### src/rtl/core/umhb_pkg.sv
package umhb_pkg;

	localparam int unsigned HDR_LEN = 42;
	localparam logic [5:0] LAST_IDX = 6'(HDR_LEN - 1);
	localparam logic [15:0] MAX_PAYLOAD = 16'd65507;
	localparam logic [15:0] ETHERTYPE_IPV4 = 16'h0800;
	localparam logic [7:0] IP_VER_IHL = 8'h45;
	localparam logic [15:0] IP_FLAGS_DF = 16'h4000;
	localparam logic [7:0] IP_PROTO_UDP = 8'd17;
	localparam logic [15:0] IP_HDR_LEN = 16'd28;
	localparam logic [15:0] UDP_HDR_LEN = 16'd8;
	localparam logic [23:0] MCAST_OUI = 24'h01005E;
	localparam logic [47:0] RST_SOURCE_MAC = 48'h0;
	localparam logic [31:0] RST_IP = 32'h0;
	localparam logic [7:0] RST_TTL = 8'd64;
	localparam logic [15:0] RST_PORT = 16'h0;

	typedef enum logic [2:0] {
		REG_SOURCE_MAC = 3'd0,
		REG_SOURCE_IP = 3'd1,
		REG_DEST_IP = 3'd2,
		REG_TTL = 3'd3,
		REG_DEST_PORT = 3'd4
	} cfg_reg_t;

	typedef struct packed {
		logic [47:0] source_mac;
		logic [31:0] source_ip;
		logic [31:0] dest_ip;
		logic [7:0] time_to_live;
		logic [15:0] dest_port;
	} cfg_regs_t;

	// per-packet fields held for the duration of one header
	typedef struct packed {
		logic [15:0] total_len;
		logic [15:0] udp_len;
		logic [15:0] checksum;
	} pkt_fields_t;

	// one's-complement sum of eight 16-bit header words (ident and checksum are zero), folded and inverted
	function automatic logic [15:0] ip_checksum(input cfg_regs_t cfg, input logic [15:0] total_len);
		logic [19:0] s;
		logic [16:0] f1;
		logic [15:0] f2;
		begin
			s = 20'({IP_VER_IHL, 8'h00}) + 20'(total_len) + 20'(IP_FLAGS_DF)
				+ 20'({cfg.time_to_live, IP_PROTO_UDP})
				+ 20'(cfg.source_ip[31:16]) + 20'(cfg.source_ip[15:0])
				+ 20'(cfg.dest_ip[31:16]) + 20'(cfg.dest_ip[15:0]);
			f1 = 17'(s[15:0]) + 17'(s[19:16]);
			f2 = f1[15:0] + 16'(f1[16]);
			return ~f2;
		end
	endfunction

endpackage

### src/rtl/core/umhb_byte_mux.sv
module umhb_byte_mux (
	input  umhb_pkg::cfg_regs_t   cfg,
	input  umhb_pkg::pkt_fields_t pkt,
	input  logic [5:0]            idx,
	output logic [7:0]            byte_out
);

	always_comb begin
		unique case (idx)
			6'd0: byte_out = umhb_pkg::MCAST_OUI[23:16];
			6'd1: byte_out = umhb_pkg::MCAST_OUI[15:8];
			6'd2: byte_out = umhb_pkg::MCAST_OUI[7:0];
			6'd3: byte_out = {1'b0, cfg.dest_ip[22:16]};
			6'd4: byte_out = cfg.dest_ip[15:8];
			6'd5: byte_out = cfg.dest_ip[7:0];
			6'd6: byte_out = cfg.source_mac[47:40];
			6'd7: byte_out = cfg.source_mac[39:32];
			6'd8: byte_out = cfg.source_mac[31:24];
			6'd9: byte_out = cfg.source_mac[23:16];
			6'd10: byte_out = cfg.source_mac[15:8];
			6'd11: byte_out = cfg.source_mac[7:0];
			6'd12: byte_out = umhb_pkg::ETHERTYPE_IPV4[15:8];
			6'd13: byte_out = umhb_pkg::ETHERTYPE_IPV4[7:0];
			6'd14: byte_out = umhb_pkg::IP_VER_IHL;
			6'd16: byte_out = pkt.total_len[15:8];
			6'd17: byte_out = pkt.total_len[7:0];
			6'd20: byte_out = umhb_pkg::IP_FLAGS_DF[15:8];
			6'd21: byte_out = umhb_pkg::IP_FLAGS_DF[7:0];
			6'd22: byte_out = cfg.time_to_live;
			6'd23: byte_out = umhb_pkg::IP_PROTO_UDP;
			6'd24: byte_out = pkt.checksum[15:8];
			6'd25: byte_out = pkt.checksum[7:0];
			6'd26: byte_out = cfg.source_ip[31:24];
			6'd27: byte_out = cfg.source_ip[23:16];
			6'd28: byte_out = cfg.source_ip[15:8];
			6'd29: byte_out = cfg.source_ip[7:0];
			6'd30: byte_out = cfg.dest_ip[31:24];
			6'd31: byte_out = cfg.dest_ip[23:16];
			6'd32: byte_out = cfg.dest_ip[15:8];
			6'd33: byte_out = cfg.dest_ip[7:0];
			6'd36: byte_out = cfg.dest_port[15:8];
			6'd37: byte_out = cfg.dest_port[7:0];
			6'd38: byte_out = pkt.udp_len[15:8];
			6'd39: byte_out = pkt.udp_len[7:0];
			// DSCP, ident, source port, UDP checksum
			default: byte_out = 8'h00;
		endcase
	end

endmodule

### src/rtl/core/udp_multicast_header_builder_top.sv
// A started packet moves from the holding slot into the byte counter; each byte is registered on output.
// Throughput: one byte per cycle, 42 bytes per packet; a second packet is
// taken into a one-deep holding slot while the current header streams out.
// busy is high while that slot is occupied; the receiver cannot stall.
// Reset (arst_n low, asynchronous): no transaction in flight, config registers
// return to their defaults (TTL 64, everything else zero).
module udp_multicast_header_builder_top (
	input  logic        clk,
	input  logic        arst_n,
	input  logic        start,
	output logic        busy,
	input  logic [15:0] payload_size,
	input  logic        cfg_valid,
	output logic        cfg_ready,
	input  logic [2:0]  cfg_index,
	input  logic [47:0] cfg_data,
	output logic        result_valid,
	output logic [7:0]  byte_value,
	output logic [5:0]  byte_index,
	output logic        last_byte,
	output logic        size_error
);

	umhb_pkg::cfg_regs_t   cfg_q;
	umhb_pkg::pkt_fields_t pkt_q;
	umhb_pkg::pkt_fields_t pkt_next;
	logic        pend_q;
	logic [15:0] pend_size_q;
	logic        act_q;
	logic [5:0]  cnt_q;
	logic        err_q;
	logic        load;
	logic        at_last;
	logic [7:0]  mux_byte;

	assign cfg_ready = 1'b1;
	assign busy = pend_q;

	always_ff @(posedge clk or negedge arst_n) begin
		if (!arst_n) begin
			cfg_q.source_mac <= umhb_pkg::RST_SOURCE_MAC;
			cfg_q.source_ip <= umhb_pkg::RST_IP;
			cfg_q.dest_ip <= umhb_pkg::RST_IP;
			cfg_q.time_to_live <= umhb_pkg::RST_TTL;
			cfg_q.dest_port <= umhb_pkg::RST_PORT;
		end else if (cfg_valid && cfg_ready) begin
			unique case (umhb_pkg::cfg_reg_t'(cfg_index))
				umhb_pkg::REG_SOURCE_MAC: cfg_q.source_mac <= cfg_data;
				umhb_pkg::REG_SOURCE_IP: cfg_q.source_ip <= cfg_data[31:0];
				umhb_pkg::REG_DEST_IP: cfg_q.dest_ip <= cfg_data[31:0];
				umhb_pkg::REG_TTL: cfg_q.time_to_live <= cfg_data[7:0];
				umhb_pkg::REG_DEST_PORT: cfg_q.dest_port <= cfg_data[15:0];
				default: ;
			endcase
		end
	end

	assign at_last = (cnt_q == umhb_pkg::LAST_IDX);
	// hand the held packet to the byte counter when it is free or wrapping
	assign load = pend_q && (!act_q || at_last);

	always_comb begin
		pkt_next.total_len = pend_size_q + umhb_pkg::IP_HDR_LEN;
		pkt_next.udp_len = pend_size_q + umhb_pkg::UDP_HDR_LEN;
		pkt_next.checksum = umhb_pkg::ip_checksum(cfg_q, pkt_next.total_len);
	end

	always_ff @(posedge clk or negedge arst_n) begin
		if (!arst_n) begin
			pend_q <= 1'b0;
		end else if (start && !busy) begin
			pend_q <= 1'b1;
		end else if (load) begin
			pend_q <= 1'b0;
		end
	end

	always_ff @(posedge clk) begin
		if (start && !busy) begin
			pend_size_q <= payload_size;
		end
	end

	always_ff @(posedge clk or negedge arst_n) begin
		if (!arst_n) begin
			act_q <= 1'b0;
			cnt_q <= '0;
		end else if (load) begin
			act_q <= 1'b1;
			cnt_q <= '0;
		end else if (act_q) begin
			if (at_last) begin
				act_q <= 1'b0;
			end else begin
				cnt_q <= cnt_q + 6'd1;
			end
		end
	end

	always_ff @(posedge clk) begin
		if (load) begin
			pkt_q <= pkt_next;
			err_q <= (pend_size_q > umhb_pkg::MAX_PAYLOAD);
		end
	end

	umhb_byte_mux u_mux (
		.cfg      (cfg_q),
		.pkt      (pkt_q),
		.idx      (cnt_q),
		.byte_out (mux_byte)
	);

	always_ff @(posedge clk or negedge arst_n) begin
		if (!arst_n) begin
			result_valid <= 1'b0;
		end else begin
			result_valid <= act_q;
		end
	end

	always_ff @(posedge clk) begin
		byte_value <= mux_byte;
		byte_index <= cnt_q;
		last_byte <= act_q && at_last;
		size_error <= err_q;
	end

	a_last_idx: assert property (@(posedge clk) disable iff (!arst_n)
		result_valid && last_byte |-> byte_index == umhb_pkg::LAST_IDX)
		else $error("last byte flagged at wrong index");

	a_contig: assert property (@(posedge clk) disable iff (!arst_n)
		result_valid && !last_byte |=> result_valid && byte_index == $past(byte_index) + 6'd1)
		else $error("header bytes not contiguous");

	a_accept_busy: assert property (@(posedge clk) disable iff (!arst_n)
		start && !busy |=> busy)
		else $error("accepted packet not held");

	a_load_idle: assert property (@(posedge clk) disable iff (!arst_n)
		act_q && !at_last |=> act_q && cnt_q == $past(cnt_q) + 6'd1)
		else $error("byte counter skipped");

endmodule

### config.mk
export PLATFORM = sky130hd
export DESIGN_NAME = udp_multicast_header_builder_top
export DESIGN_NICKNAME = d
export VERILOG_FILES = /design/src/rtl/core/umhb_pkg.sv /design/src/rtl/core/umhb_byte_mux.sv /design/src/rtl/core/udp_multicast_header_builder_top.sv
export SDC_FILE = /design/constraint.sdc
export NUM_CORES = 1
export LEC_CHECK = 0
export BUFFER_PORTS_ARGS = -buffer_cell sky130_fd_sc_hd__buf_2
export CAP_MARGIN = 40
export CORE_UTILIZATION = 26
export CTS_CLUSTER_SIZE = 12
export DETAILED_ROUTE_END_ITERATION = 12
export SLEW_MARGIN = 30
export SYNTH_ARGS = -nofsm -noshare
export SYNTH_HDL_FRONTEND = slang
export SYNTH_SLANG_ARGS = --single-unit
### constraint.sdc
create_clock -name clk -period 18.9 [get_ports clk]
set_input_delay 1.89 -clock clk [delete_from_list [all_inputs] [get_ports clk]]
set_output_delay 1.89 -clock clk [all_outputs]
set_load 0.005 [all_outputs]
Yosys cells after proc, flatten, opt, wreduce, memory -nomap -nowiden
Index checks and enable logic that the tools add are counted.

word-level totals
  flip-flop bits (word level) = 226
  input port bits = 71

cells by class
  reduce and logical (&&, ||, !) cells = 18
  order comparisons = 1
  equal/unequal tests = 37
  bitwise logic cells = 1
  add/sub/neg operators = 12
  mux-type cells = 9

operators by type and width
  cell                    number
  $pmux 8 s30             1
  $eq 6x5->1 const B      13
  $add 20x16->20          3
  $eq 6x6->1 const B      7
  $eq 6x4->1 const B      6
  $eq 6x3->1 const B      4
  $add 19x16->20          1
  $add 18x16->19          1
  $add 17x15->18 const B  1
  $mux 6                  3
  $add 15x16->17 const A  1
  $add 16x4->17           1
  $add 16x1->16           1
  $add 16x4->16 const B   1
  $add 16x5->16 const B   1
  $gt 16x16->1 const B    1
  $not 16->16             1
  $eq 6x2->1 const B      2
  $reduce_and 2->1        6
  $add 6x1->6 const B     1
  $eq 3x2->1 const B      2
  $logic_not 6->1         1
  $mux 1                  5
  $reduce_bool 2->1       2
  other kinds (8)         12

Logic depth before layout (Yosys ltp)
Gate-level depths: netlist of run 1.

  depth after elaboration = 11
  gate-level depth with buffers = 38

By module
Synthesis of run 1 repeated with hierarchy kept, for this count alone.

second synthesis, totals
  cells, all modules = 1164
  area, all modules = 13166.4 µm²

modules (own cells, without submodules)
  module                            instances  sequential area each (µm²)  cells an instance  area each (µm²)
  udp_multicast_header_builder_top  1          5841.9                      912                11357.1
  umhb_byte_mux                     1          0.0                         252                1809.2

Worst setup path before layout of run 1
No wires, ideal clock.

  path type = flip-flop to flip-flop
  from = register pend_size_q[4]
  to = register pkt_q[12] (netlist name), data pin
  arrival time = 8.149 ns
  library setup time = 0.263 ns
  cell stages (with the launch flop) = 39
  clock period less this slack = 8.412 ns
  setup slack = 10.488 ns
  buffers on the path = 2
  cell sequence = edfxtp_1 -> inv_1 -> ha_1 -> a21boi_0 -> nor2_1 -> xor2_1 -> fa_1 -> fa_1 -> inv_1 -> fa_1 -> inv_1 -> ha_1 -> ha_1 -> clkbuf_1 -> a21o_1 -> o221a_1 -> o31a_1 -> o21a_1 -> [3 not listed] -> ha_1 -> inv_1 -> fa_1 -> nor2b_1 -> o21a_1 -> buf_2 -> nand4_1 -> nor3_1 -> and4_1 -> ha_1 -> nor2b_1 -> nand2_1 -> nor3_1 -> and3_1 -> o211ai_1 -> a211oi_1 -> nand2_1 -> xor2_1

RTL lines
  item                    RTL line                                 text
  start, declared         udp_multicast_header_builder_top.sv:28   logic [15:0] pend_size_q;
  start signal, assigned  udp_multicast_header_builder_top.sv:80   pend_size_q <= payload_size;
  end signal, assigned    udp_multicast_header_builder_top.sv:102  pkt_q <= pkt_next;
  end, declared           udp_multicast_header_builder_top.sv:25   umhb_pkg::pkt_fields_t pkt_q;

==> results.md, run 1 <==
Run status:
- The flow ran to the end, and the final reports show no timing, DRC or antenna violations.

Finish:
- The post-synthesis to final-layout area growth is 18.2%.
- The library cell used most frequently in the layout, excluding fill and tap cells, is dfrtp_1.
- The proportion of layout cells with a drive suffix above 1 is 23.2%.
- The net total in the final layout is 1,372.
- 0 antenna diodes ended up in the layout.
- The layout has 4,789 filler cells.
- In the layout the commonest cells are dfrtp_1, inv_1, mux2_2.

Floorplan:
- The region available for standard cell placement spans 0.0477 mm².
- The initialized floorplan defines 80 standard-cell rows.
- 90 I/O pins were placed.
- The die is 222 µm tall.
- For this configuration, the core starts out at a cell density of 26.3%.
- The die is 222 µm wide.
- The die covers 0.0493 mm².

Synthesis:
- The number of distinct library cell variants in the gate-level netlist after synthesis is 73.
- Counting flops with an async set or reset pin after synthesis yields a share of 64.7%.
- The combinational family with the most area after synthesis is adder cells.
- The number of enable flip-flop cells after synthesis is 63.
- The number of cells produced by synthesis is 1,090.
- The synthesized netlist occupies a cell area of 0.0126 mm².
- The top flip-flop cell by instance count after synthesis is dfrtp_1.
- The synthesized netlist devotes 9.06% of its cell area to simple gates.
- In the synthesized netlist, mux cells make up 8.76% of the area.
- Of the total synthesized cell area, the portion taken by XOR and XNOR cells is 4.10%.
- The share of the yosys chip area belonging to registers is 46.5%.
- The synthesized flop and latch total is 224.
- The mean post-synth cell area is 11.5 µm².
- Summing the areas of all compound-gate instances in the mapped netlist gives 12.3% of the synthesized area.
- After Yosys synthesis, full adders, half adders and majority gates account for 14.3% of the synthesized area.
- During synthesis, Yosys emitted a total of 0 warnings.
- The number of nets handed over by synthesis was 1,271.

Timing:
- The maximum frequency from static timing analysis is 107 MHz.
- The relative max-transition margin is 41.4%.
- The max-slew violation count is 0.
- The final setup skew is 0.0253 ns.
- Counting I/O delays and the setup requirement, the final critical path takes 9.32 ns.
- Setup violations remaining at the end of the flow were counted as 0.
- The setup TNS after final layout is 0 ns.
- After layout, the worst path uses 49.3% of the clock period.
- For the pin with the worst max-slew slack, the measured transition is 0.879 ns.
- The total count of hold-check failures in the final report came to 0.
- Setup repair after global routing left no endpoint under its margin.

GRT:
- Global routing finished with a remaining overflow of 0.
- The initial antenna violation count is 7.
- The global routing usage summed across all routing layers is 16.5%.
- The global-route wire length before repair is 61.3 mm.
- The number of global-route vias before repair is 9,530.
- Entering global routing, the biggest net connects 86 pins.

Detailed routing:
- The detail route stage leaves a number of antenna-violating nets equal to 0.
- The DRC violation count after routing is 0.
- The first-pass iteration count of the detailed router is 5.
- The via total after detailed routing is 9,334.
- The total detailed-routing wirelength is 40.3 mm.
- After detailed routing, the average wire length per cell comes to 22.1 µm.
- Using the TritonRoute via totals, the vias-per-cell ratio works out to 5.11.
- After the first detailed-routing iteration, the DRC count stood at 966.

CTS:
- Buffers inserted during clock tree synthesis total 26.
- The CTS tree is yes.
- Hold repair after CTS inserted 0 buffers.
- The tree is rooted in a clkbuf_16.
- The clock edge transition at the registers on the reported setup and hold paths is 0.06 ns.
- The count of buffers added by post-CTS timing repair for setup is 0.
- The worst-skew pair later-pin latency is 0.55 ns.
- The maximum count of clock buffers along a single path is 3.
- The clock drives 224 sinks.
- After clock tree synthesis, the repair step resized 0 gates.
- The H-tree depth is 1.

Critical path:
- STA classifies the critical path startpoint as a register.
- The most numerous cell type found on the critical path is ha_1.
- In this run the worst path has a maximum fanout of 10.
- The worst setup path is captured at a register.
- The critical path is of the reg -> reg type.
- For this design, the slowest cell found on the critical path is fa_1.
- The largest single stage delay on the critical path is 0.48 ns.
- The data arrival time of the worst path is 9.60 ns.
- Setup slack on the worst reg-to-reg path comes out at 9.58 ns.
- The worst path required time is 19.19 ns.

Placement:
- The count of buffers inserted at the top-level ports is 88.
- The detailed placement HPWL is 30.8 mm.
- The final weighted congestion in routability-driven placement is 0.949.

Run:
- The number of maximum-capacitance violations is 0.

Min path:
- The path class of the tightest hold or removal check is reg -> reg.
[cells in the mapped netlist (all sizes together) (4+ instances only)]
library cell / n / area, µm²
nand4b: 4 / 35.0
o211ai: 4 / 30.0
and3: 10 / 67.6
and4: 4 / 35.0
nand2b: 5 / 31.3
xor2: 22 / 200
and2: 6 / 37.5
fa: 57 / 1140
a211oi: 6 / 55.1
clkbuf: 33 / 124
nand3: 18 / 90.1
o21ai: 61 / 309
nor4b: 5 / 62.6
nand2: 75 / 282
a22o: 23 / 201
ha: 53 / 663
inv: 129 / 484
nor3: 16 / 85.1
a22oi: 31 / 233
nand4: 18 / 113
mux2: 96 / 1080
xnor2: 36 / 315
nor2: 39 / 146
edfxtp: 63 / 1890
a221oi: 22 / 210
dfrtp: 144 / 3600
a21o: 7 / 52.6
a21oi: 16 / 83.8
o21a: 6 / 45.0
nor2b: 7 / 43.8
dfxtp: 16 / 320
a222oi: 8 / 80.1
[worst paths after layout]
| path | from | end | cells after the start |
|---|---|---|---|
| setup / recovery | pend_size_q[3] | pkt_q[12] | 35 |
| hold / removal | err_q | size_error | 0 |
| setup reg to reg | pend_size_q[3] | pkt_q[12] | 35 |
| hold reg to reg | err_q | size_error | 0 |
| max in group asynchronous | arst_n | cfg_q[119] | 3 |
| min in group asynchronous | arst_n | cfg_q[121] | 1 |
[layer usage]
metal  GRT usage [%]  vias up  share of wire, %
li1                -     4072                 -
met1            22.6     4652                42
met2            24.7      479                43
met3            4.72      117                10
met4            6.14       14               4.1
met5               0        -              0.23
[worst max-delay path: cells and delay by family, from the launching register on]
family,cells,cell delay (ns)
adder cells (fa/ha/maj),9,3.07
AO/OA/AOI/OAI,10,2.54
AND/OR/NAND/NOR,9,1.84
XOR/XNOR,3,0.74
flip-flops,1,0.44
buffers and inverters,4,0.41
[metrics by stage]
stage               hold slack (ns)  util (%)  worst slack, ns  instance area, µm²  cells
floorplan                     0.323         -            10.49               12600   1090
global placement              0.351      28.9             9.94               13800   1768
detailed placement            0.348      29.1             9.73               13900   1776
CTS                           0.363      31.0             9.70               14800   1824
global route                  0.372      31.1             8.94               14900   1826
finish                        0.357      31.1             9.58               14900   1826
[state kept, by name, indices dropped and copies added (netlist names), 6 cells and up]
signal	flops
pkt_q	46
cfg_q	136
byte_index	6
byte_value	8
cnt_q	6
pend_size_q	16
[kinds of logic after synthesis]
family,count (synthesis)
adders and majority gates,110
DFF,224
other,1
AOI/OAI and AO/OA,212
buffers and inverters,165
and+or+nand+nor,222
muxes,98
xor gates and xnor gates,58
[final cells by class]
cell class              instances  area, µm²  area share [%]
inverters                     129        484            3.26
multi-input cells             701       6190            41.7
clock buffers                  41        828            5.57
clock inverters                 7        101           0.682
flip-flops and latches        224       5840            39.3
repair buffers                109        644            4.34
well taps                     615        769            5.18
Power of run 1 is not shown: default switching activity piles up to over one toggle a cycle in this logic, so the estimate is an artifact.
==> inputs of run 2 (changes only) <==
==> constraint.sdc (replaced) <==
create_clock -name clk -period 8.5 [get_ports clk]
set_input_delay 0.85 -clock clk [delete_from_list [all_inputs] [get_ports clk]]
set_output_delay 0.85 -clock clk [all_outputs]
set_load 0.005 [all_outputs]
==> results.md, run 2 (synthesis results as in run 1) <==
GRT:
- The global routing usage summed across all routing layers is 16.3% (-0.23 points).
- The number of global-route vias before repair is 9,214 (-3.3%).
- The global-route wire length before repair is 60.2 mm (-1.8%).
- The total grt overflow was 0 (unchanged).
- The initial antenna violation count came to 6 (-1).
- The maximum number of pins on one net before global-route repair is 83 (-3.5%).

Critical path:
- The worst setup slack for register-to-register paths came to 0.39 ns (-9.20 ns).
- In this run the critical register-to-register path is launched from pend_size_q[3].
- The critical path starts at pend_size_q[3].
- The type of destination of the critical path is a register.
- The capture point of the critical path is pkt_q[15].
- The cell seen most often among critical-path stages is ha_1.
- The cell count of the worst reg-to-reg path is 36 (+2.9%).
- The cell at the slowest stage of the critical path is fa_1.
- The maximum fanout along the worst path is 5 (-5).
- The critical path launch point type is a register.
- The class of the most critical setup path is reg -> reg.
- The largest incremental delay on the critical path is 0.56 ns (+0.08 ns).
- The endpoint of the lowest-slack register-to-register path is pkt_q[15].
- The data arrival time of the worst path came to 8.38 ns (-1.22 ns).
- The worst path required time is 8.77 ns (-10.42 ns).

Placement:
- The placed instance area was 0.0140 mm² (+0.69%).
- The count of buffers inserted at the top-level ports is 88 (unchanged).
- The detailed placement HPWL was 30.7 mm (-0.23%).
- The number of placed instances, taps included was 1,786 (+0.56%).
- The final weighted congestion in routability-driven placement is 0.951 (+0.22%).

CTS:
- The clock tree root buffer cell is clkbuf_16.
- The number of clock sinks is 224 (unchanged).
- The number of buffers created by CTS is 26 (unchanged).
- The worst-skew pair later-pin latency came to 0.55 ns (about the same).
- The maximum count of clock buffers along a single path is 3 (unchanged).
- The H-tree depth is 1 (unchanged).
- The clock edge transition at the registers on the reported setup and hold paths is 0.06 ns (about the same).
- The CTS tree is yes.

Floorplan:
- The initial standard-cell utilization of the core is 26.3% (unchanged).
- The placement row count is 80 (unchanged).
- The horizontal die dimension was 222 µm (unchanged).
- The die area is 0.0493 mm² (unchanged).
- The die outline height came to 222 µm (unchanged).
- The floorplan core area is 0.0477 mm² (unchanged).
- The boundary pin count is 90 (unchanged).

Timing:
- The shortest clock period the worst path allows after layout was 8.11 ns (-1.20 ns).
- The final period utilization is 95.4% (+46 points).
- The maximum frequency from static timing analysis is 123 MHz (+15%).
- The final setup skew is 0.0259 ns (+0.000567 ns).
- The total setup violations reported at the end of the flow is 0 (unchanged).
- The actual slew at the worst max-slew pin is 0.837 ns (-0.0414 ns).
- The max-slew violation count is 0 (unchanged).
- The total count of hold-check failures in the final report is 0 (unchanged).
- The relative max-transition margin came to 44.1% (+2.8 points).

Detailed routing:
- The total detailed-routing wirelength was 40.5 mm (+0.47%).
- The count of antenna-violating nets left after detailed routing is 0 (unchanged).
- The first-pass iteration count of the detailed router is 5 (unchanged).
- The detailed-route wire length per cell was 22.0 µm (-0.51%).
- The ratio of routed vias to standard cells is 5.06 (-1.0%).
- The detailed router's first-iteration violation count was 977 (+1.1%).
- The via total after detailed routing was 9,332 (-0.021%).
- The DRC violation count after routing is 0 (unchanged).

Run status:
- The flow ran to the end, and the final reports show no timing, DRC or antenna violations.

Finish:
- The library cell used most frequently in the layout, excluding fill and tap cells, is dfrtp_1.
- The final instance count without filler cells is 1,844 (+0.99%).
- The number of flip-flops in the largest register is 136 (unchanged).
- The proportion of layout cells with a drive suffix above 1 is 25.9% (+2.7 points).
- The area of all placed cells without fillers is 0.0151 mm² (+1.3%).
- The net total in the final layout was 1,390 (+1.3%).
- Leaving out fill and tap cells, the most frequent cells in the layout are dfrtp_1, inv_1, mux2_2.
- The filler cell count in the final layout is 4,764 (-0.52%).
- The post-synthesis to final-layout area growth is 19.7%.
- In the final layout, the registers with the most flip-flops are cfg_q x136, pkt_q x46, pend_size_q x16.
- The register with the most flip-flops is cfg_q.
- The share of the core filled with cells in the final layout came to 31.5% (+0.41 points).

Run:
- The number of maximum-capacitance violations came to 0 (unchanged).

Min path:
- In this run the worst hold path is classified as in -> async.
## run 2: layer usage
layer / part of all wire, % / vias up / global-route usage [%]
met5: 0.17 / - / 0
met4: 2.9 / 12 / 5.13
met3: 10 / 78 / 5.09
met2: 44 / 421 / 24.4
met1: 43 / 4707 / 22.3
li1: - / 4114 / -
## run 2: area by class of cell
cell class | count | area, µm² | share of cell area (%)
sequential | 224 | 5840 | 38.8
timing repair buffer | 127 | 776 | 5.15
tap | 615 | 769 | 5.11
antenna | 1 | 2.50 | 0.0166
clock buffer | 40 | 806 | 5.35
multi-input combinational | 701 | 6320 | 42.0
inverter | 129 | 484 | 3.22
clock inverter | 7 | 57.6 | 0.382
## run 2: worst min path at each step
stage | start | endpoint | slack [ns]
5_1_grt | arst_n | cfg_q[91] | 0.23
4_1_cts | err_q | size_error | 0.34
6_report | arst_n | cfg_q[123] | 0.22
3_3_place_gp | err_q | size_error | 0.33
3_5_place_dp | err_q | size_error | 0.33
2_1_floorplan | err_q | size_error | 0.32
## run 2: what timing repair did
action,CTS,global route
pin swaps,0,12
resized for setup,2,24
setup buffers,0,9
endpoints found under the setup margin,3,8
hold buffers,0,0
## run 2: critical path: cells and delay by family, from the launching register on
family	cells	cell delay [ns]
simple gates	9	1.49
xor+xnor	3	0.53
fa+ha+maj	9	2.76
buf+inv	3	0.33
flops	1	0.40
compound gates	12	2.32
## run 2: stage by stage
stage	setup TNS [ns]	hold WS [ns]	worst slack [ns]
final	0	0.219	0.388
after detailed placement	0	0.334	0.0159
after global routing	-0.125	0.234	-0.0679
after CTS	0	0.343	0.0359
after floorplan	0	0.323	0.0880
after global placement	0	0.332	0.173
Power of run 2 is left out for the same reason.
==> inputs of run 3 (changes only) <==
--- a/config.mk
+++ b/config.mk
@@ -5,11 +5,11 @@
 export SDC_FILE = /design/constraint.sdc
 export NUM_CORES = 1
 export LEC_CHECK = 0
-export BUFFER_PORTS_ARGS = -buffer_cell sky130_fd_sc_hd__buf_2
 export CAP_MARGIN = 40
 export CORE_UTILIZATION = 26
 export CTS_CLUSTER_SIZE = 12
 export DETAILED_ROUTE_END_ITERATION = 12
+export DONT_BUFFER_PORTS = 1
 export SLEW_MARGIN = 30
 export SYNTH_ARGS = -nofsm -noshare
 export SYNTH_HDL_FRONTEND = slang
==> results.md, run 3 (synthesis results as in run 1) <==
Run status:
- The run finished with clean final reports.

CTS:
- CTS placed an instance of clkbuf_16 at the clock tree root.
- The number of buffers created by CTS is 26 (unchanged).
- The H-tree depth is 1 (unchanged).
- TritonCTS built the clock tree.
- The worst-skew pair later-pin latency is 0.54 ns (about the same).
- The maximum count of clock buffers along a single path is 3 (unchanged).
- The number of clock sinks is 224 (unchanged).
- The clock edge transition at the registers on the reported setup and hold paths was 0.06 ns (about the same).

GRT:
- The initial antenna violation count is 10 (+4).
- The total grt overflow was 0 (unchanged).
- The number of global-route vias before repair is 9,221 (+0.076%).
- The global-route wire length before repair is 62.2 mm (+3.4%).
- The global routing usage summed across all routing layers was 17.0% (+0.76 points).
- The maximum number of pins on one net before global-route repair is 57 (-31%).

Floorplan:
- The boundary pin count is 90 (unchanged).
- The floorplan core area is 0.0477 mm² (unchanged).
- The die area came to 0.0493 mm² (unchanged).
- The horizontal die dimension was 222 µm (unchanged).
- The placement row count came to 80 (unchanged).
- The die outline height came to 222 µm (unchanged).
- The initial standard-cell utilization of the core was 26.3% (unchanged).

Detailed routing:
- The count of antenna-violating nets left after detailed routing was 0 (unchanged).
- The DRC violation count after routing came to 0 (unchanged).
- The total detailed-routing wirelength came to 42.2 mm (+4.0%).
- The detailed-route wire length per cell is 23.9 µm (+8.7%).
- The detailed router's first-iteration violation count is 907 (-7.2%).
- The first-pass iteration count of the detailed router is 6 (+1).
- The ratio of routed vias to standard cells is 5.24 (+3.5%).
- The via total after detailed routing was 9,244 (-0.94%).

Finish:
- The filler cell count in the final layout is 4,755 (-0.19%).
- Ranked by flip-flop count, first place goes to cfg_q.
- The largest registers in the layout are cfg_q x136, pkt_q x46, pend_size_q x16.
- The library cells used most frequently in the layout, excluding fill and tap cells, are dfrtp_1, inv_1, mux2_2.
- Compared with the post-synthesis result, the final layout area differs by 17.7%.
- The net total in the final layout came to 1,307 (-6.0%).
- The library cell used most frequently in the layout, excluding fill and tap cells, is dfrtp_1.
- The number of flip-flops in the largest register is 136 (unchanged).
- The proportion of layout cells with a drive suffix above 1 is 20.4% (-5.5 points).
- The final instance count without filler cells is 1,764 (-4.3%).
- The area of all placed cells without fillers was 0.0148 mm² (-1.7%).

Timing:
- The total count of hold-check failures in the final report came to 0 (unchanged).
- The maximum frequency from static timing analysis was 122 MHz (-0.85%).
- The final period utilization was 96.3% (+0.82 points).
- The setup TNS after final layout is 0 ns (unchanged).
- The final setup skew is 0.00996 ns (-0.0159 ns).
- The actual slew at the worst max-slew pin is 0.839 ns (+0.00144 ns).
- The shortest clock period the worst path allows after layout was 8.18 ns (+0.0693 ns).
- The total setup violations reported at the end of the flow came to 0 (unchanged).
- The relative max-transition margin is 43.6% (-0.50 points).
- The max-slew violation count is 0 (unchanged).
- The tightest hold margin was 0.122 ns (-0.0969 ns).

Critical path:
- The cell count of the worst reg-to-reg path is 36 (unchanged).
- The critical path launch point type is a register.
- The maximum fanout along the worst path was 5 (unchanged).
- The cell at the slowest stage of the critical path is fa_1.
- The class of the most critical setup path is reg -> reg.
- The worst path required time is 8.78 ns (about the same).
- The type of destination of the critical path is a register.
- The largest incremental delay on the critical path is 0.54 ns (-0.02 ns).
- The data arrival time of the worst path is 8.46 ns (+0.08 ns).

Placement:
- The number of placed instances, taps included came to 1,699 (-4.9%).
- The placed instance area came to 0.0135 mm² (-3.3%).
- The count of buffers inserted at the top-level ports is 0 (-100%).
- The detailed placement HPWL is 30.7 mm (about the same).
- The final weighted congestion in routability-driven placement is 0.941 (-1.0%).

Run:
- The number of maximum-capacitance violations is 0 (unchanged).

Min path:
- The type of the worst min-delay path is in -> async.
[run 3: cell count changes in the layout (fill, tap and decap cells not counted), moves of 2 or more]
| cell | delta |
|---|---|
| bufinv_16 | +2 |
| dlygate4sd3_1 | +2 |
| buf_12 | +2 |
| buf_2 | -87 |
| clkinvlp_4 | -2 |
| diode_2 | +2 |
| clkinv_2 | +2 |
[run 3: final timing paths]
check | endpoint | slack [ns] | start
worst min-delay path | cfg_q[67] | 0.12 | arst_n
worst max-delay path | pkt_q[12] | 0.32 | pend_size_q[7]
min in group clk | size_error | 0.35 | err_q
worst min register to register | size_error | 0.35 | err_q
worst max register to register | pkt_q[12] | 0.32 | pend_size_q[7]
max in group asynchronous | cfg_q[47] | 7.20 | arst_n
[run 3: layout make-up]
cell class	instances	area (µm²)	area share, %
tap	615	769	5.20
clock inverter	7	87.6	0.592
sequential	224	5840	39.5
timing repair buffer	44	409	2.76
antenna	3	7.51	0.0507
inverter	129	484	3.27
clock buffer	41	831	5.61
multi-input combinational	701	6370	43.0
[run 3: metal layers]
metal  wire length (µm)  vias to the layer above  track usage, %
met5                103                        -               0
met4               1340                       16            5.33
met3               4550                      110            6.07
met2              18800                      483            26.2
met1              17300                     4686            22.3
li1                   -                     3949               -
[run 3: timing repair]
| item | in CTS | in global routing |
|---|---|---|
| pin swaps | 0 | 7 |
| gates resized for setup | 5 | 24 |
| hold endpoints to repair | 31 | 0 |
| endpoints found under the setup margin | 3 | 9 |
| hold buffers | 7 | 0 |
| setup buffers | 0 | 7 |
[run 3: critical path, delay by kind of cell (launching register included)]
family	cells	cell delay, ns
buf+inv	4	0.34
compound gates	9	1.64
flops	1	0.44
xor+xnor	3	0.43
fa+ha+maj	8	2.95
simple gates	12	2.13
[run 3: through the flow]
step / util (%) / setup WS, ns
floorplan: - / 0.0880
global placement: 28.1 / -0.00200
detailed placement: 28.3 / -0.0801
CTS: 30.6 / 0.00471
global route: 31.0 / -0.0464
finish: 31.0 / 0.318
Power of run 3 is left out for the same reason.
